## src/ucw_pkg.sv

```systemverilog
// Shared types and constants for the UTF-8 decoder with terminal column width.
// No dependencies; imported by every module of the block.
`timescale 1ns / 1ps
`default_nettype none
package ucw_pkg;

    localparam int BYTE_BITS          = 8;
    localparam int LEN_BITS           = 3;
    localparam int CP_BITS            = 21;
    localparam int COL_BITS           = 2;
    localparam int RUN_BITS           = 16;
    localparam int TOTAL_WIDTH_BITS_DEF = 16;

    // Character lengths in bytes
    localparam logic [LEN_BITS-1:0] LEN_ONE   = 3'd1;
    localparam logic [LEN_BITS-1:0] LEN_TWO   = 3'd2;
    localparam logic [LEN_BITS-1:0] LEN_THREE = 3'd3;
    localparam logic [LEN_BITS-1:0] LEN_FOUR  = 3'd4;

    // Terminal column widths
    localparam logic [COL_BITS-1:0] COL_ZERO   = 2'd0;
    localparam logic [COL_BITS-1:0] COL_SINGLE = 2'd1;
    localparam logic [COL_BITS-1:0] COL_DOUBLE = 2'd2;

    // Lead and continuation byte patterns
    localparam logic [BYTE_BITS-1:0] MASK_LEAD2 = 8'hE0;
    localparam logic [BYTE_BITS-1:0] PAT_LEAD2  = 8'hC0;
    localparam logic [BYTE_BITS-1:0] MASK_LEAD3 = 8'hF0;
    localparam logic [BYTE_BITS-1:0] PAT_LEAD3  = 8'hE0;
    localparam logic [BYTE_BITS-1:0] MASK_LEAD4 = 8'hF8;
    localparam logic [BYTE_BITS-1:0] PAT_LEAD4  = 8'hF0;
    localparam logic [BYTE_BITS-1:0] MASK_CONT  = 8'hC0;
    localparam logic [BYTE_BITS-1:0] PAT_CONT   = 8'h80;

    // Code points and ranges
    localparam logic [CP_BITS-1:0] CP_REPLACEMENT = 21'h00FFFD;
    localparam logic [CP_BITS-1:0] CP_ASCII_END   = 21'h000080;
    localparam logic [CP_BITS-1:0] CP_C0_END      = 21'h000020;
    localparam logic [CP_BITS-1:0] CP_DEL         = 21'h00007F;
    localparam logic [CP_BITS-1:0] CP_C1_END      = 21'h0000A0;
    localparam logic [CP_BITS-1:0] CP_ZWJ         = 21'h00200D;
    localparam logic [CP_BITS-1:0] CP_VS_LO       = 21'h00FE00;
    localparam logic [CP_BITS-1:0] CP_VS_HI       = 21'h00FE0F;
    localparam logic [CP_BITS-1:0] CP_EMOJI_LO    = 21'h01F300;
    localparam logic [CP_BITS-1:0] CP_EMOJI_HI    = 21'h01FAFF;
    localparam logic [CP_BITS-1:0] CP_SYMB_LO     = 21'h002600;
    localparam logic [CP_BITS-1:0] CP_SYMB_HI     = 21'h0027BF;
    localparam logic [CP_BITS-1:0] CP_TECH_LO     = 21'h002300;
    localparam logic [CP_BITS-1:0] CP_TECH_HI     = 21'h0023FF;

    // One request as held in the input register
    typedef struct packed {
        logic [BYTE_BITS-1:0] byte_first;
        logic [BYTE_BITS-1:0] byte_second;
        logic [BYTE_BITS-1:0] byte_third;
        logic [BYTE_BITS-1:0] byte_fourth;
        logic [LEN_BITS-1:0]  bytes_remaining;
        logic                 start_of_text;
    } req_t;

    // Decoder result
    typedef struct packed {
        logic [LEN_BITS-1:0] len;
        logic [CP_BITS-1:0]  cp;
    } dec_t;

endpackage
`default_nettype wire

```

## src/ucw_decode.sv

```systemverilog
// UTF-8 decoder: one character from a four-byte window.
// Depends on ucw_pkg.
`timescale 1ns / 1ps
`default_nettype none
module ucw_decode (
    input  ucw_pkg::req_t req,
    output ucw_pkg::dec_t dec
);
    import ucw_pkg::*;

    logic [LEN_BITS-1:0] lead_len;
    logic [LEN_BITS-1:0] len;
    logic                cont1;
    logic                cont2;
    logic                cont3;

    assign cont1 = (req.byte_second & MASK_CONT) == PAT_CONT;
    assign cont2 = (req.byte_third  & MASK_CONT) == PAT_CONT;
    assign cont3 = (req.byte_fourth & MASK_CONT) == PAT_CONT;

    always_comb
    begin
        if ((req.byte_first & MASK_LEAD2) == PAT_LEAD2)
            lead_len = LEN_TWO;
        else if ((req.byte_first & MASK_LEAD3) == PAT_LEAD3)
            lead_len = LEN_THREE;
        else if ((req.byte_first & MASK_LEAD4) == PAT_LEAD4)
            lead_len = LEN_FOUR;
        else
            lead_len = LEN_ONE;
    end

    // Fall back to one byte on truncation or a bad continuation
    always_comb
    begin
        len = lead_len;
        if (lead_len != LEN_ONE)
        begin
            if (lead_len > req.bytes_remaining)
                len = LEN_ONE;
            else if (!cont1)
                len = LEN_ONE;
            else if (lead_len >= LEN_THREE && !cont2)
                len = LEN_ONE;
            else if (lead_len == LEN_FOUR && !cont3)
                len = LEN_ONE;
        end
    end

    always_comb
    begin
        dec.len = len;
        case (len)
            LEN_TWO:
                dec.cp = {10'd0, req.byte_first[4:0], req.byte_second[5:0]};
            LEN_THREE:
                dec.cp = {5'd0, req.byte_first[3:0], req.byte_second[5:0],
                          req.byte_third[5:0]};
            LEN_FOUR:
                dec.cp = {req.byte_first[2:0], req.byte_second[5:0],
                          req.byte_third[5:0], req.byte_fourth[5:0]};
            default:
                dec.cp = req.byte_first[7] ? CP_REPLACEMENT
                                           : {13'd0, req.byte_first};
        endcase
    end

endmodule
`default_nettype wire

```

## src/ucw_width.sv

```systemverilog
// Terminal column width of one code point.
// Depends on ucw_pkg.
`timescale 1ns / 1ps
`default_nettype none
module ucw_width (
    input  logic [ucw_pkg::CP_BITS-1:0]  cp,
    output logic [ucw_pkg::COL_BITS-1:0] cols
);
    import ucw_pkg::*;

    always_comb
    begin
        if (cp == '0)
            cols = COL_ZERO;
        else if (cp == CP_ZWJ || (cp >= CP_VS_LO && cp <= CP_VS_HI))
            cols = COL_ZERO;
        else if (cp < CP_C0_END || (cp >= CP_DEL && cp < CP_C1_END))
            cols = COL_ZERO;
        else if ((cp >= CP_EMOJI_LO && cp <= CP_EMOJI_HI) ||
                 (cp >= CP_SYMB_LO && cp <= CP_SYMB_HI) ||
                 (cp >= CP_TECH_LO && cp <= CP_TECH_HI))
            cols = COL_DOUBLE;
        else
            cols = COL_SINGLE;
    end

endmodule
`default_nettype wire

```

## src/utf8_decode_column_width.sv

```systemverilog
// Top level of the UTF-8 decoder with terminal column width and running total.
// Depends on ucw_pkg, ucw_decode and ucw_width.
`timescale 1ns / 1ps
`default_nettype none
// Decodes one UTF-8 character per request from a four-byte window at the
// current text position. Each result gives the bytes consumed (advance the
// window by this), the code point, the terminal column width and a running
// column total that restarts when start_of_text is set and saturates at
// 2^TOTAL_WIDTH_BITS - 1; running_width shows its low 16 bits. A bad lead
// byte, a truncated sequence or a bad continuation byte consumes one byte
// and yields U+FFFD, except an ASCII byte, which comes out as itself.
// Overlong forms and surrogates are decoded as they stand. One request is taken
// per cycle while out_ready holds; each passes an input register, then the
// decode, width lookup and saturating add, then the result register. The
// input side keeps taking requests while a result waits, until both
// registers are full; in_ready depends combinationally on out_ready.
module utf8_decode_column_width #(
    parameter int TOTAL_WIDTH_BITS = ucw_pkg::TOTAL_WIDTH_BITS_DEF
) (
    input  logic                          clk,
    input  logic                          rst_n,
    input  logic                          in_valid,
    output logic                          in_ready,
    input  logic [ucw_pkg::BYTE_BITS-1:0] byte_first,
    input  logic [ucw_pkg::BYTE_BITS-1:0] byte_second,
    input  logic [ucw_pkg::BYTE_BITS-1:0] byte_third,
    input  logic [ucw_pkg::BYTE_BITS-1:0] byte_fourth,
    input  logic [ucw_pkg::LEN_BITS-1:0]  bytes_remaining,
    input  logic                          start_of_text,
    output logic                          out_valid,
    input  logic                          out_ready,
    output logic [ucw_pkg::LEN_BITS-1:0]  consumed_bytes,
    output logic [ucw_pkg::CP_BITS-1:0]   code_point,
    output logic [ucw_pkg::COL_BITS-1:0]  column_width,
    output logic [ucw_pkg::RUN_BITS-1:0]  running_width
);
    import ucw_pkg::*;

    // Handshake control
    logic in_accept;
    logic s2_ready;
    logic s1_move;

    // Input register
    logic s1_valid_reg;
    logic s1_valid_next;
    req_t s1_req_reg;

    // Decode path
    dec_t                dec;
    logic [COL_BITS-1:0] cols;

    // Running total
    logic [TOTAL_WIDTH_BITS-1:0]          total_reg;
    logic [TOTAL_WIDTH_BITS-1:0]          total_next;
    logic [TOTAL_WIDTH_BITS-1:0]          total_base;
    logic [TOTAL_WIDTH_BITS:0]            total_sum;
    logic [TOTAL_WIDTH_BITS+RUN_BITS-1:0] total_ext;

    // Result register
    logic                out_valid_reg;
    logic                out_valid_next;
    logic [LEN_BITS-1:0] len_reg;
    logic [CP_BITS-1:0]  cp_reg;
    logic [COL_BITS-1:0] cols_reg;
    logic [RUN_BITS-1:0] run_reg;

    // Advance the input register whenever the result register frees up
    assign s2_ready  = !out_valid_reg || out_ready;
    assign s1_move   = s1_valid_reg && s2_ready;
    assign in_ready  = !s1_valid_reg || s2_ready;
    assign in_accept = in_valid && in_ready;

    always_comb
    begin
        s1_valid_next = s1_valid_reg;
        if (in_accept)
            s1_valid_next = 1'b1;
        else if (s1_move)
            s1_valid_next = 1'b0;
    end

    always_ff @(posedge clk or negedge rst_n)
    begin
        if (!rst_n)
            s1_valid_reg <= 1'b0;
        else
            s1_valid_reg <= s1_valid_next;
    end

    // Capture the request payload
    always_ff @(posedge clk)
    begin
        if (in_accept)
        begin
            s1_req_reg.byte_first      <= byte_first;
            s1_req_reg.byte_second     <= byte_second;
            s1_req_reg.byte_third      <= byte_third;
            s1_req_reg.byte_fourth     <= byte_fourth;
            s1_req_reg.bytes_remaining <= bytes_remaining;
            s1_req_reg.start_of_text   <= start_of_text;
        end
    end

    ucw_decode u_decode (
        .req (s1_req_reg),
        .dec (dec)
    );

    ucw_width u_width (
        .cp   (dec.cp),
        .cols (cols)
    );

    // Restart on start_of_text, then add with saturation; the width adds at
    // most two, so the carry out alone flags an overflow.
    assign total_base = s1_req_reg.start_of_text ? '0 : total_reg;
    assign total_sum  = {1'b0, total_base} + (TOTAL_WIDTH_BITS+1)'(cols);
    assign total_next = total_sum[TOTAL_WIDTH_BITS] ? {TOTAL_WIDTH_BITS{1'b1}}
                                                    : total_sum[TOTAL_WIDTH_BITS-1:0];
    assign total_ext  = {{RUN_BITS{1'b0}}, total_next};

    always_ff @(posedge clk or negedge rst_n)
    begin
        if (!rst_n)
            total_reg <= '0;
        else if (s1_move)
            total_reg <= total_next;
    end

    always_comb
    begin
        out_valid_next = out_valid_reg;
        if (s1_move)
            out_valid_next = 1'b1;
        else if (out_ready)
            out_valid_next = 1'b0;
    end

    always_ff @(posedge clk or negedge rst_n)
    begin
        if (!rst_n)
            out_valid_reg <= 1'b0;
        else
            out_valid_reg <= out_valid_next;
    end

    // Hold the result until the consumer takes it
    always_ff @(posedge clk)
    begin
        if (s1_move)
        begin
            len_reg  <= dec.len;
            cp_reg   <= dec.cp;
            cols_reg <= cols;
            run_reg  <= total_ext[RUN_BITS-1:0];
        end
    end

    assign out_valid      = out_valid_reg;
    assign consumed_bytes = len_reg;
    assign code_point     = cp_reg;
    assign column_width   = cols_reg;
    assign running_width  = run_reg;

`ifndef ASSERT_OFF
    // A one-byte result is either plain ASCII or the replacement character
    a_single_byte_cp: assert property (@(posedge clk) disable iff (!rst_n)
        out_valid && consumed_bytes == LEN_ONE |->
            code_point < CP_ASCII_END || code_point == CP_REPLACEMENT)
        else $error("one-byte result with a non-ASCII code point");

    // Consumed count stays within one to four
    a_len_range: assert property (@(posedge clk) disable iff (!rst_n)
        out_valid |-> consumed_bytes == LEN_ONE || consumed_bytes == LEN_TWO ||
                      consumed_bytes == LEN_THREE || consumed_bytes == LEN_FOUR)
        else $error("consumed byte count out of range");

    // Without a restart the running total never goes down
    a_total_monotonic: assert property (@(posedge clk) disable iff (!rst_n)
        s1_move && !s1_req_reg.start_of_text |=> total_reg >= $past(total_reg))
        else $error("running total decreased without a restart");

    // The total only changes when a request moves into the result register
    a_total_hold: assert property (@(posedge clk) disable iff (!rst_n)
        !s1_move |=> $stable(total_reg))
        else $error("running total changed with no request advancing");

    // An empty input register always takes a request
    a_ready_empty: assert property (@(posedge clk) disable iff (!rst_n)
        !s1_valid_reg |-> in_ready)
        else $error("input stalled while its register is empty");
`endif

endmodule
`default_nettype wire
```

## config.mk

```make
export PLATFORM = sky130hd
export DESIGN_NAME = utf8_decode_column_width
export DESIGN_NICKNAME = d
export VERILOG_FILES = /design/src/ucw_pkg.sv /design/src/ucw_decode.sv /design/src/ucw_width.sv /design/src/utf8_decode_column_width.sv
export SDC_FILE = /design/constraint.sdc
export NUM_CORES = 1
export LEC_CHECK = 0
export BUFFER_PORTS_ARGS = -buffer_cell sky130_fd_sc_hd__buf_2
export CAP_MARGIN = 0
export CORE_MARGIN = 8
export CORE_UTILIZATION = 40
export DETAILED_ROUTE_END_ITERATION = 8
export RECOVER_POWER = 100
export SLEW_MARGIN = 30
export SYNTH_ARGS = -nofsm -noshare
export SYNTH_HDL_FRONTEND = slang
export SYNTH_SLANG_ARGS = --single-unit
```

## constraint.sdc

```tcl
create_clock -name clk -period 6.1 [get_ports clk]
set_clock_uncertainty 0.1 [all_clocks]
set_input_delay 0.305 -clock clk [delete_from_list [all_inputs] [get_ports clk]]
set_output_delay 0.305 -clock clk [all_outputs]
set_load 0.02 [all_outputs]
```

* Word level (Yosys, flattened, before mapping)
Index checks and enable logic that the tools add are counted.
** Cells by class
- Add/sub/neg operators :: 1
- Magnitude comparators :: 13
- Eq/ne operators :: 12
- Multiplexer cells :: 20
- Reduce and logical (&&, ||, !) cells :: 22
** Operators by type and width (count)
- $pmux W21 S3 :: 1
- $mux W16 :: 3
- $ge A21 B14 Y1 const B :: 2
- $le A21 B14 Y1 const B :: 2
- $mux W3 :: 8
- $eq A21 B14 Y1 const B :: 1
- $ge A21 B16 Y1 const B :: 1
- $ge A21 B17 Y1 const B :: 1
- $ge A21 B7 Y1 const B :: 1
- $le A21 B16 Y1 const B :: 1
- $le A21 B17 Y1 const B :: 1
- $logic_not A21 Y1 :: 1
- $lt A21 B6 Y1 const B :: 1
- $lt A21 B8 Y1 const B :: 1
- $add A16 B2 Y17 :: 1
- $eq A3 B3 Y1 const B :: 3
- $logic_and A1 B1 Y1 :: 9
- $mux W2 :: 4
- $eq A2 B2 Y1 const B :: 3
- $eq A3 B2 Y1 const B :: 2
- $logic_or A1 B1 Y1 :: 6
- $eq A5 B5 Y1 const B :: 1
- $eq A4 B4 Y1 const B :: 1
- $logic_not A1 Y1 :: 4
- other kinds (5) :: 9
** Storage, ports and cells
- Register bits :: 96
- Input port bits :: 40
- Output and inout port bits :: 44
- Logic and storage cells :: 81

* Depth between registers and ports, before layout
Gate-level depths: netlist of run 1.
- Depth after elaboration :: 23
- Gate-level depth with buffers :: 25
- Gate-level depth less buffers :: 22

* Modules after synthesis
From an unflattened synthesis of run 1, not the netlist that was laid out.
** Second synthesis, totals
- Cells, all modules :: 366
- Area, all modules :: 4593.2 µm²
** By module, submodules not included
- utf8_decode_column_width :: times used 1, cells an instance 255, area an instance 3754.9 µm², sequential area each 2792.7 µm²
- ucw_decode :: times used 1, cells an instance 84, area an instance 650.6 µm², sequential area each 0.0 µm²
- ucw_width :: times used 1, cells an instance 27, area an instance 187.7 µm², sequential area each 0.0 µm²

* Worst setup path after synthesis of run 1
No wires, ideal clock.
- Path type :: register to register
- Start point :: reg s1_req_reg[33] (netlist bit)
- End point :: reg total_reg[11]
- Setup time :: 98 ps
- Data arrival time :: 5177 ps
- Data required time :: 5902 ps
- Path slack :: 725 ps
- Stages on the path, launching flop included :: 24
- Buffers on the path :: 4
- Period minus slack after synthesis :: 5375 ps
- Cells stage by stage :: edfxtp_1 -> nand2_1 -> clkbuf_1 -> clkbuf_1 -> o21ai_0 -> ha_1 -> nand3_1 -> o21ai_1 -> o211a_1 -> o211ai_1 -> o211a_1 -> nand4_1 -> o211a_1 -> o31ai_2 -> and4b_1 -> ha_1 -> inv_1 -> fa_1 -> or2_1 -> nor3_1 -> nand2_1 -> clkbuf_1 -> clkbuf_1 -> a31oi_1
** RTL lines
- start: declaration :: line utf8_decode_column_width.sv:47 : req_t s1_req_reg;
- end signal: assignment :: line utf8_decode_column_width.sv:128 : total_reg <= total_next;
- end: declaration :: line utf8_decode_column_width.sv:54 : logic [TOTAL_WIDTH_BITS-1:0] total_reg;

* Worst setup path in the final report of run 1
- Start point :: reg s1_req_reg[34] (netlist bit)
- End point :: reg total_reg[14]
** Between the ends
- Word-level cells in the longest chain between the ends :: 23
- Elaborated cells between the ends (all ways) :: 50
- Those cells by class :: add/sub (1); order compare (13); eq/ne (9); mux (15); reduce/logical (12)
** Ends and longest elaborated chain
- branches (longest 12 deep; another with $ge A3 B2 Y1)
- $pmux W21 S3 * :: line ucw_decode.sv:53 : case (len)
- $ge A21 B17 Y1, or another cell as far along :: line ucw_width.sv:19 : else if ((cp >= CP_EMOJI_LO && cp <= CP_EMOJI_HI) ||
- $logic_and A1 B1 Y1 (on tied branches) :: line ucw_width.sv:19, ucw_width.sv:20
- $logic_or A1 B1 Y1 :: line ucw_width.sv:19
- $logic_or A1 B1 Y1 :: line ucw_width.sv:20 : (cp >= CP_SYMB_LO && cp <= CP_SYMB_HI) ||
- $mux W2 :: line ucw_width.sv:19
- $mux W2 :: line ucw_width.sv:17 : else if (cp < CP_C0_END || (cp >= CP_DEL && cp < CP_C1_END))
- $mux W2 :: line ucw_width.sv:15 : else if (cp == CP_ZWJ || (cp >= CP_VS_LO && cp <= CP_VS_HI))
- $mux W2 * :: line ucw_width.sv:13 : if (cp == '0)
- net cols[0] :: line utf8_decode_column_width.sv:51 : logic [COL_BITS-1:0] cols;
- $add A16 B2 Y17 * :: line utf8_decode_column_width.sv:118 : assign total_sum = {1'b0, total_base} + (TOTAL_WIDTH_BITS+1)'(cols);
- $mux W16 * :: line utf8_decode_column_width.sv:119 : assign total_next = total_sum[TOTAL_WIDTH_BITS] ? {TOTAL_WIDTH_BITS{1'b1}}
- net total_next[14] :: line utf8_decode_column_width.sv:55 : logic [TOTAL_WIDTH_BITS-1:0] total_next;
Mark *: on every way through the listed nets, which the timed path passes.
A chain may end at the register's enable or synchronous reset.

==> metrics.md, run 1 <==
| Metric | Value |
|---|---|
| First-pass GRT wire length | `19300 microns` |
| Tot GR Track Use | `15.2%` |
| Ratio of cells with drive above 1 in the final layout | `19.4%` |
| Crit-path max FO | `11` |
| Seq/Total Area, Yosys | `57.6%` |
| Antenna Nets Post-Route | `0` |
| Placer Congestion | `0.954` |
| Failing checks | `max-capacitance violations, max-slew violations` |
| Vias | `3653` |
| Peak VDD IR | `150 uV` |
| CTS tree | `done` |
| Total core area | `11900 sq um` |
| Final Setup Violations | `0` |
| Initial antenna violation count | `0` |
| Setup TNS | `0 ns` |
| WP data arrival | `5.91 ns` |
| Final #Nets | `557` |
| IO Port Bufs | `83` |
| Slew @ Worst Pin | `1.83 ns` |
| Fraction of the cycle the final worst path needs | `94.8%` |
| Post-synth EDFFs | `78` |
| CTS Buffer Depth | `2` |
| Period minus WS final | `5.78 ns` |
| Clock-pin slew on the worst setup and hold paths | `0.07 ns` |
| Total Routed Length | `11900 microns` |
| Io pins | `84` |
| Largest net degree at the start of global routing | `66` |
| Final Instance Area | `5790 sq um` |
| Cts bufs inserted | `9` |
| Pwr Density | `276 nW/um^2` |
| Placed Area | `5450 sq um` |
| Remaining Overflow, GRT | `0` |
| Fin util | `48.6%` |
| CTS root buf | `clkbuf_16` |
| Max cap viols | `1` |
| Vias in the first global route | `3719` |
| Synthesized area | `4850 sq um` |
| Startpoint types | `flip-flop` |
| Via/cell ratio | `5.51` |
| Crit Path Category | `reg2reg` |
| Htree depth | `3` |
| Worst Hold Class | `in2reg` |
| Hold path startpoint | `byte_third[0]` |
| Post-synthesis area per instance | `11.6 sq um` |
| Pleak | `2.15 nW` |
| Drt drc | `0` |
| Status | `finished with violations` |
| Initial core utilization | `40.7%` |
| Slew headroom | `-22.3%` |
| Design Power | `0.00160 W` |
| Die Y | `126 microns` |
| Area Overhead vs Synth | `19.4%` |
| Top_reg_cell synth | `edfxtp_1` |
| Worst path required time | `6.23 ns` |
| Final slew viol count | `37` |
| Die area | `15900 sq um` |
| Final Hold Fails | `0` |
| Post-Syn Instances | `416` |
| Worst setup EP type | `flip-flop` |
| DP HPWL | `8910 microns` |
| Post-synth net total | `462` |
| DR iter-0 viols | `316` |
| Largest register FFs | `36` |
| Crit path from | `s1_req_reg[34]` |
| Syn. warnings | `0` |
| FF+latch count, synth | `96` |
| Num rows | `40` |
| Async SR Flop Fraction | `18.8%` |
| Die X | `126 microns` |
| Worst-skew pair later-pin latency | `0.34 ns` |
| Yosys cell types | `70` |
| CTS Sinks | `96` |
| Diode count | `0` |
| Worst R2R Start | `s1_req_reg[34]` |
| Drt pass-1 iters | `5` |
| Wire length per cell | `18.0 microns` |
| Max frequency | `0.173 GHz` |
repair_timing:
action                                  4_1_cts  5_1_grt
setup buffers                                 0        7
hold endpoints to repair                     18        0
hold buffers                                  1        0
endpoints found under the setup margin        0       29
resized for setup                             0        4
stage by stage:
| step | hold slack, ns | std cells | setup WS, ns |
|---|---|---|---|
| 3_5_place_dp | 0.185 | 639 | 0.240 |
| 5_1_grt | 0.0187 | 663 | -0.00651 |
| 3_3_place_gp | 0.177 | 639 | 0.351 |
| 2_1_floorplan | -0.0906 | 416 | 0.725 |
| 4_1_cts | 0.0201 | 656 | 0.222 |
| 6_report | 0.0330 | 663 | 0.319 |
logic make-up after synthesis:
family          share of synthesized area [%]
xor+xnor                                 2.17
buf+inv                                  2.84
fa+ha+maj                                1.70
compound gates                           13.7
flops                                    57.6
mux                                      3.74
simple gates                             18.2
synthesized netlist by cell type (2+ instances only):
library cell | count | area share (%)
edfxtp_1 | 78 | 48
nor2_1 | 29 | 2.2
nand2_1 | 28 | 2.2
o21ai_0 | 25 | 2.6
dfrtp_1 | 18 | 9.3
nand3_1 | 15 | 1.5
inv_1 | 14 | 1.1
nand2b_1 | 13 | 1.7
clkbuf_1 | 12 | 0.93
a21oi_1 | 11 | 1.1
and2_1 | 11 | 1.4
a31oi_1 | 10 | 1.3
mux2_2 | 9 | 2.1
nor3_1 | 9 | 0.93
mux2i_1 | 8 | 1.7
nand4_1 | 7 | 0.90
nor2b_1 | 7 | 0.90
xnor2_1 | 7 | 1.3
nor4_1 | 6 | 0.77
buf_2 | 5 | 0.52
ha_1 | 5 | 1.3
o211ai_1 | 5 | 0.77
xor2_1 | 5 | 0.90
nand3b_1 | 4 | 0.62
o211a_1 | 4 | 0.83
o21a_1 | 4 | 0.62
or3_1 | 4 | 0.52
a211oi_1 | 3 | 0.46
a21boi_0 | 3 | 0.46
and3_1 | 3 | 0.39
nor3b_1 | 3 | 0.46
o221ai_1 | 3 | 0.54
or2_2 | 3 | 0.39
a211o_1 | 2 | 0.36
and4b_1 | 2 | 0.41
o21ai_1 | 2 | 0.21
o21ai_2 | 2 | 0.36
o22a_1 | 2 | 0.36
o22ai_1 | 2 | 0.26
o31ai_1 | 2 | 0.31
or4b_1 | 2 | 0.41
cells in the final DEF (no fill, tap or decap), types with 5 or more instances in the layout:
| master | instances |
|---|---|
| a21oi_1 | 11 |
| a31oi_1 | 9 |
| and2_1 | 10 |
| buf_2 | 38 |
| buf_4 | 17 |
| clkbuf_1 | 46 |
| clkbuf_16 | 10 |
| dfrtp_1 | 18 |
| edfxtp_1 | 78 |
| ha_1 | 5 |
| inv_1 | 14 |
| mux2_2 | 9 |
| mux2i_1 | 8 |
| nand2_1 | 28 |
| nand2b_1 | 13 |
| nand3_1 | 15 |
| nand4_1 | 7 |
| nor2_1 | 29 |
| nor2b_1 | 7 |
| nor3_1 | 8 |
| nor4_1 | 6 |
| o211ai_1 | 5 |
| o21ai_0 | 25 |
| xnor2_1 | 7 |
| xor2_1 | 5 |
metal layers:
metal	global-route usage (%)	share of wire [%]	up-vias
met2	24.0	47	117
li1	-	-	1764
met1	19.1	45	1753
met5	0	0	-
met4	5.52	1.8	0
met3	4.85	6.4	19
report_power, final:
part           total, W  switching [W]  internal (W)
clock network  0.000565       0.000230      0.000335
registers      0.000809      0.0000347      0.000775
logic          0.000223       0.000144     0.0000795
total           0.00160       0.000409       0.00119
worst max-delay path: stages (launching register included):
cell and delay (ns):
edfxtp_1 0.58, nand2_2 0.20, nor2_1 0.16, ha_1 0.28, a211oi_2 0.51, o21ai_2 0.25, o221ai_1 0.38, a21boi_0 0.29
nand4_1 0.19, o211a_1 0.26, o31ai_2 0.24, and4b_1 0.28, ha_1 0.18, inv_1 0.05, fa_1 0.38, or2_1 0.31
nor3_2 0.33, nand3_1 0.11, nor3b_1 0.19, nor3_1 0.08, mux2_2 0.29
worst paths after layout:
check                            endpoint  slack (ns)  cells past startpoint
setup / recovery            total_reg[14]        0.32                     20
hold / removal             s1_req_reg[12]        0.03                      1
setup reg to reg            total_reg[14]        0.32                     20
hold reg to reg                 out_valid        0.39                      1
max in group asynchronous    total_reg[9]        4.70                      2
min in group asynchronous   total_reg[15]        0.56                      2
layout make-up:
cell class	instances	area, sq um
fillers	1149	6120
multi-input cells	287	1940
inverters	15	56.3
repair buffers	102	500
clock buffers	13	292
flip-flops and latches	96	2790
well taps	147	184
clock inverters	3	20.0
Power figures use the tool's default switching activity.
==> inputs of run 2 (changes only) <==
Settings changed: CORE_ASPECT_RATIO set to 1.75.
==> run 2 against run 1 <==
- the flow still finishes with violations (max-capacitance violations, max-slew violations)
- hold slack worse by 0.0028 ns
- clock power down 6.4%
- core utilization down 0.060 points
- first-iteration DRC count down 34%
- critical path type unchanged
- largest cell class unchanged
==> metrics.md, run 2 (synthesized netlist as in run 1, its figures left out) <==
| Metric | Value |
|---|---|
| Io pins | `84 (unchanged)` |
| Slew headroom | `-21.9% (was -22.3%)` |
| Max frequency | `0.174 GHz (was 0.173 GHz)` |
| Vias | `3723 (was 3653)` |
| Final #Nets | `565 (was 557)` |
| Pleak | `2.16 nW (was 2.15 nW)` |
| Setup WS post-layout | `0.345 ns (was 0.319 ns)` |
| Pwr Density | `271 nW/um^2 (was 276 nW/um^2)` |
| Largest register FFs | `36 (unchanged)` |
| Largest net degree at the start of global routing | `66 (unchanged)` |
| Via/cell ratio | `5.63 (was 5.51)` |
| Diode count | `0 (unchanged)` |
| Period minus WS final | `5.75 ns (was 5.78 ns)` |
| Die X | `99.2 microns (was 126 microns)` |
| Pre-CTS WS | `0.158 ns (was 0.240 ns)` |
| Die Y | `162 microns (was 126 microns)` |
| Num rows | `53 (was 40)` |
| Antenna Nets Post-Route | `0 (unchanged)` |
| CTS Buffer Depth | `2 (unchanged)` |
| Status | `finished with violations (unchanged)` |
| CP max-delay cell | `edfxtp_1 (unchanged)` |
| Worst R2R Start | `s1_req_reg[34] (unchanged)` |
| Vias in the first global route | `3769 (was 3719)` |
| Htree depth | `3 (unchanged)` |
| Top cell by count, worst path | `o211a_1 (was ha_1)` |
| Final slew viol count | `37 (unchanged)` |
| Worst Hold Class | `in2reg (unchanged)` |
| WHS | `0.0302 ns (was 0.0330 ns)` |
| Cts bufs inserted | `9 (unchanged)` |
| Worst-skew pair later-pin latency | `0.34 ns (about the same)` |
| Max cap viols | `1 (unchanged)` |
| Buf/Inv on CP | `2 (was 1)` |
| Failing checks | `max-capacitance violations, max-slew violations (unchanged)` |
| Remaining Overflow, GRT | `0 (unchanged)` |
| Drt pass-1 iters | `4 (was 5)` |
| Final Instance Area | `5790 sq um (about the same)` |
| Commonest non-fill, non-tap cells in the layout | `78 x edfxtp_1, 46 x clkbuf_1, 38 x buf_2 (unchanged)` |
| Startpoint types | `flip-flop (unchanged)` |
| Crit-path max FO | `11 (unchanged)` |
| Placed Area | `5460 sq um (was 5450 sq um)` |
| Initial core utilization | `40.6% (was 40.7%)` |
| Die area | `16000 sq um (was 15900 sq um)` |
| Final Hold Fails | `0 (unchanged)` |
| Ratio of cells with drive above 1 in the final layout | `20.0% (was 19.4%)` |
| Crit Path Category | `reg2reg (unchanged)` |
| CP delay by family, top | `simple AND/OR/NAND/NOR gates (was compound AO/OA/AOI/OAI gates)` |
| Most common cell after layout, fill and taps aside | `edfxtp_1 (unchanged)` |
| Area Overhead vs Synth | `19.5% (was 19.4%)` |
| Drt drc | `0 (unchanged)` |
| Fraction of the cycle the final worst path needs | `94.3% (was 94.8%)` |
| WP data arrival | `5.89 ns (was 5.91 ns)` |
| First-pass GRT wire length | `20100 microns (was 19300 microns)` |
| CTS root buf | `clkbuf_16 (unchanged)` |
| DR iter-0 viols | `210 (was 316)` |
| Total Routed Length | `12900 microns (was 11900 microns)` |
| DP HPWL | `10100 microns (was 8910 microns)` |
| Initial antenna violation count | `0 (unchanged)` |
| Tot GR Track Use | `16.4% (was 15.2%)` |
| Peak VDD IR | `145 uV (was 150 uV)` |
| Crit path from | `s1_req_reg[34] (unchanged)` |
| Slew @ Worst Pin | `1.83 ns (about the same)` |
| Worst path required time | `6.23 ns (about the same)` |
| Final Setup Violations | `0 (unchanged)` |
| Total core area | `11900 sq um (about the same)` |
| Crit-path max cell delay | `0.60 ns (was 0.58 ns)` |
| Crit-path cells | `nand2_2, nor2_1, ha_1, nand3_1, o21ai_1, o211a_1, a211oi_1, o211a_1, nand4_1, o211a_1, o31ai_2, and4b_1, ha_1, inv_1, fa_1, or2_1, nor3_1, buf_4, nand3_1, nor3b_1, nor3_1, mux2_2 (was nand2_2, nor2_1, ha_1, a211oi_2, o21ai_2, o221ai_1, a21boi_0, nand4_1, o211a_1, o31ai_2, and4b_1, ha_1, inv_1, fa_1, or2_1, nor3_2, nand3_1, nor3b_1, nor3_1, mux2_2)` |
| Wire length per cell | `19.5 microns (was 18.0 microns)` |
| Worst setup EP type | `flip-flop (unchanged)` |
| IO Port Bufs | `83 (unchanged)` |
| Clock-pin slew on the worst setup and hold paths | `0.07 ns (about the same)` |
| Placer Congestion | `0.921 (was 0.954)` |
| Hold path startpoint | `bytes_remaining[0] (was byte_third[0])` |
| CTS tree | `done (unchanged)` |
| CTS Sinks | `96 (unchanged)` |
==> run 2: changes by cell type in the layout (fill, tap and decap cells not counted), moves of 2 or more <==
cell	change
buf_4	+8
inv_6	+3
a211oi_2	-2
clkbuf_8	-3
==> run 2: worst register-to-register path, cell delays in order (launching register included) <==
cell,delay (ns)
edfxtp_1,0.60
nand2_2,0.22
nor2_1,0.19
ha_1,0.30
nand3_1,0.12
o21ai_1,0.18
o211a_1,0.40
a211oi_1,0.34
o211a_1,0.24
nand4_1,0.18
o211a_1,0.29
o31ai_2,0.26
and4b_1,0.27
ha_1,0.18
inv_1,0.05
fa_1,0.40
or2_1,0.32
nor3_1,0.21
buf_4,0.16
nand3_1,0.08
nor3b_1,0.19
nor3_1,0.08
mux2_2,0.28
==> run 2: path summary, 6_finish.rpt <==
kind                                 end  slack [ns]  cells past startpoint
setup / recovery           total_reg[14]        0.35                     22
hold / removal             s1_req_reg[1]        0.03                      1
setup reg to reg           total_reg[14]        0.35                     22
hold reg to reg                out_valid        0.39                      1
max in group asynchronous  total_reg[13]        4.71                      2
min in group asynchronous  total_reg[11]        0.57                      2
==> run 2: per-layer routing <==
metal / routed length [microns] / GRT usage, % / up-vias
li1: - / - / 1777
met1: 4290 / 14.4 / 1795
met2: 7400 / 31.6 / 118
met3: 569 / 3.97 / 33
met4: 646 / 10.5 / 0
met5: 0 / 0 / -
==> run 2: power by group <==
part	total [W]	internal [W]	switching, W
clock network	0.000529	0.000280	0.000249
registers	0.000809	0.000774	0.0000352
logic	0.000231	0.0000820	0.000149
total	0.00157	0.00114	0.000433
==> run 2: through the flow <==
step | util, % | power [W] | TNS, ns | instances
3_5_place_dp | 45.7 | 0.00105 | 0 | 632
6_report | 48.5 | 0.00157 | 0 | 661
5_1_grt | 48.5 | 0.00163 | -0.00178 | 661
2_1_floorplan | - | 0.000965 | 0 | 416
4_1_cts | 48.1 | 0.00159 | 0 | 649
3_3_place_gp | 45.7 | 0.00105 | 0 | 632
==> run 2: area by class of cell <==
type | count | area, sq um
Fill cell | 1135 | 6140
Sequential cell | 96 | 2790
Multi-Input combinational cell | 287 | 1930
Timing Repair Buffer | 110 | 561
Clock buffer | 9 | 225
Tap cell | 137 | 171
Inverter | 15 | 56.3
Clock inverter | 7 | 52.6
==> run 2: timing repair <==
item | in CTS | in global routing
buffers inserted | 0 | 12
gates resized for setup | 0 | 2
hold buffers | 1 | 0
endpoints found under the hold margin | 18 | 0
setup endpoints to repair | 0 | 30
==> inputs of run 3 (changes only) <==
Settings changed: CORE_UTILIZATION 40 to 35, GPL_TIMING_DRIVEN set to 0, PLACE_DENSITY set to 0.56.
==> run 3 against run 2 <==
- the run still ends with max-capacitance violations, max-slew violations left
- worst setup slack got worse by 0.036 ns
- register-to-register slack worse by 0.04 ns
- die area is 12% higher
- power up 1.9%
- final cell count is 6.1% higher
- global-route usage decreased by 1.7 points
- first-iteration DRC count decreased by 39%
- count of clock-buffer cells in the layout did not move
- critical endpoint is now total_reg[7]
==> metrics.md, run 3 (synthesized netlist as in run 1, its figures left out) <==
| Metric | Value |
|---|---|
| Final Hold Fails | `0 (unchanged)` |
| First-pass GRT wire length | `20700 microns (was 20100 microns)` |
| CTS tree | `done (unchanged)` |
| Worst R2R Start | `s1_req_reg[32] (was s1_req_reg[34])` |
| Crit-path max cell delay | `0.54 ns (was 0.60 ns)` |
| Crit-path cells | `buf_2, and2_1, nor2_1, ha_1, a211o_1, a2111oi_4, buf_6, nand2_1, o211ai_1, buf_4, nand2_1, nor4_2, o31ai_2, and3_1, fa_1, or2_1, nor3_4, nand2_1, clkbuf_2, buf_2, a31oi_1 (was nand2_2, nor2_1, ha_1, nand3_1, o21ai_1, o211a_1, a211oi_1, o211a_1, nand4_1, o211a_1, o31ai_2, and4b_1, ha_1, inv_1, fa_1, or2_1, nor3_1, buf_4, nand3_1, nor3b_1, nor3_1, mux2_2)` |
| Initial core utilization | `35.4% (was 40.6%)` |
| Worst setup EP type | `flip-flop (unchanged)` |
| GRT met3 Usage | `3.26% (was 3.97%)` |
| WP data arrival | `5.96 ns (was 5.89 ns)` |
| Wire length per cell | `18.6 microns (was 19.5 microns)` |
| Peak VDD IR | `131 uV (was 145 uV)` |
| Num rows | `57 (was 53)` |
| Crit path depth | `21 (was 22)` |
| Drt pass-1 iters | `4 (unchanged)` |
| Htree depth | `3 (unchanged)` |
| Placed Instances | `677 (was 632)` |
| Die X | `105 microns (was 99.2 microns)` |
| Via/cell ratio | `5.32 (was 5.63)` |
| Multi-input gate area | `1960 sq um (was 1930 sq um)` |
| Io pins | `84 (unchanged)` |
| Crit path from | `s1_req_reg[32] (was s1_req_reg[34])` |
| Max cap viols | `1 (unchanged)` |
| Placer Congestion | `0.899 (was 0.921)` |
| Die area | `18000 sq um (was 16000 sq um)` |
| Diode count | `0 (unchanged)` |
| RSZ-0062 raised after global routing | `false` |
| Vias | `3727 (was 3723)` |
| CP max-delay cell | `a2111oi_4 (was edfxtp_1)` |
| Slew headroom | `-3.43% (was -21.9%)` |
| Buf/Inv on CP | `5 (was 2)` |
| Worst Hold Class | `in2reg (unchanged)` |
| CTS Sinks | `96 (unchanged)` |
| CP delay by family, top | `simple AND/OR/NAND/NOR gates (unchanged)` |
| Max frequency | `0.173 GHz (was 0.174 GHz)` |
| Failing checks | `max-capacitance violations, max-slew violations (unchanged)` |
| Commonest non-fill, non-tap cells in the layout | `78 x edfxtp_1, 53 x clkbuf_1, 44 x buf_2 (was 78 x edfxtp_1, 46 x clkbuf_1, 38 x buf_2)` |
| Slew @ Worst Pin | `1.55 ns (was 1.83 ns)` |
| Pre-CTS WS | `-0.830 ns (was 0.158 ns)` |
| Startpoint types | `flip-flop (unchanged)` |
| CTS Buffer Depth | `2 (unchanged)` |
| Final slew viol count | `31 (was 37)` |
| Tot GR Track Use | `14.7% (was 16.4%)` |
| Fill cells | `1378 (was 1135)` |
| Period minus WS final | `5.79 ns (was 5.75 ns)` |
| Grt met2 use | `28.6% (was 31.6%)` |
| Fraction of the cycle the final worst path needs | `94.9% (was 94.3%)` |
| Top cell by count, worst path | `nand2_1 (was o211a_1)` |
| Design Power | `0.00160 W (was 0.00157 W)` |
| Layout Cells excl Fill | `701 (was 661)` |
| Setup WS post-layout | `0.309 ns (was 0.345 ns)` |
| Final Setup Violations | `0 (unchanged)` |
| Drt drc | `0 (unchanged)` |
| Area Overhead vs Synth | `20.7% (was 19.5%)` |
| Cts bufs inserted | `9 (unchanged)` |
| Final #Nets | `565 (unchanged)` |
| Worst R2R Path Depth | `21 (was 22)` |
| Pleak | `2.16 nW (about the same)` |
| Critical Path End | `total_reg[7] (was total_reg[14])` |
| DP HPWL | `10100 microns (about the same)` |
| GR Util met1 | `13.8% (was 14.4%)` |
| Antenna Nets Post-Route | `0 (unchanged)` |
| Clock-pin slew on the worst setup and hold paths | `0.08 ns (was 0.07 ns)` |
| Final Instance Area | `5850 sq um (was 5790 sq um)` |
| Largest net degree at the start of global routing | `52 (was 66)` |
| Largest register FFs | `36 (unchanged)` |
| Setup TNS | `0 ns (unchanged)` |
| GR peak layer | `met2 (unchanged)` |
| Vias in the first global route | `3930 (was 3769)` |
| DR iter-0 viols | `128 (was 210)` |
| Total Routed Length | `13000 microns (was 12900 microns)` |
| Crit-path max FO | `10 (was 11)` |
| Most common cell after layout, fill and taps aside | `edfxtp_1 (unchanged)` |
| Placed Area | `5510 sq um (was 5460 sq um)` |
| Remaining Overflow, GRT | `0 (unchanged)` |
| Status | `finished with violations (unchanged)` |
| R2r setup slk | `0.31 ns (was 0.35 ns)` |
| Hold path startpoint | `byte_first[7] (was bytes_remaining[0])` |
| CTS root buf | `clkbuf_16 (unchanged)` |
| Initial antenna violation count | `0 (unchanged)` |
| Reg area | `2790 sq um (unchanged)` |
| Pwr Density | `273 nW/um^2 (was 271 nW/um^2)` |
| Ratio of cells with drive above 1 in the final layout | `19.5% (was 20.0%)` |
| Total core area | `13700 sq um (was 11900 sq um)` |
| R2R Path End | `total_reg[7] (was total_reg[14])` |
| IO Port Bufs | `83 (unchanged)` |
| Die Y | `172 microns (was 162 microns)` |
| Crit Path Category | `reg2reg (unchanged)` |
| Worst path required time | `6.27 ns (was 6.23 ns)` |
| Worst-skew pair later-pin latency | `0.35 ns (was 0.34 ns)` |
[run 3: what timing repair did]
| item | CTS | global route |
|---|---|---|
| pin swaps | 0 | 7 |
| setup endpoints to repair | 32 | 28 |
| setup buffers | 1 | 8 |
| gates resized for setup | 8 | 13 |
| hold endpoints to repair | 18 | 0 |
| hold buffers | 1 | 0 |
[run 3: area by class of cell]
| type | count | area share [%] |
|---|---|---|
| sequential | 96 | 47.8 |
| multi-input combinational | 287 | 33.5 |
| tap | 177 | 3.79 |
| timing repair buffer | 94 | 7.47 |
| clock buffer | 9 | 3.85 |
| clock inverter | 7 | 1.18 |
| inverter | 15 | 0.963 |
| buffer | 16 | 1.50 |
[run 3: power by group]
group	switching [W]	internal [W]	total (W)	leakage [nW]
Combinational	0.000151	0.0000802	0.000231	1.04
Clock	0.000274	0.000290	0.000563	0.146
Sequential	0.0000313	0.000773	0.000805	0.976
Total	0.000456	0.00114	0.00160	2.16
[run 3: through the flow]
step / hold slack, ns / util [%]
global route: 0.0114 / 42.7
detailed placement: 0.184 / 40.2
global placement: 0.188 / 40.0
CTS: 0.0115 / 42.7
finish: 0.0211 / 42.7
floorplan: -0.0906 / -
[run 3: worst min-delay path by stage]
stage	endpoint	slack [ns]	cells after the start
after detailed placement	total_reg[10]	0.18	1
after floorplan	out_valid	-0.09	0
after CTS	s1_req_reg[34]	0.01	1
after global placement	total_reg[10]	0.19	1
final	s1_req_reg[35]	0.02	1
after global routing	s1_req_reg[35]	0.01	1
[run 3: worst register-to-register path: stages (launching register included)]
cell	delay (ns)
edfxtp_1	0.44
buf_2	0.22
and2_1	0.23
nor2_1	0.17
ha_1	0.31
a211o_1	0.39
a2111oi_4	0.54
buf_6	0.22
nand2_1	0.07
o211ai_1	0.26
buf_4	0.22
nand2_1	0.08
nor4_2	0.33
o31ai_2	0.13
and3_1	0.22
fa_1	0.47
or2_1	0.35
nor3_4	0.22
nand2_1	0.14
clkbuf_2	0.22
buf_2	0.22
a31oi_1	0.17
[run 3: metal layers]
layer | vias up | share of wire [%]
met4 | 0 | 3.7
li1 | 1772 | -
met3 | 29 | 4.0
met5 | - | 0
met1 | 1813 | 36
met2 | 113 | 57
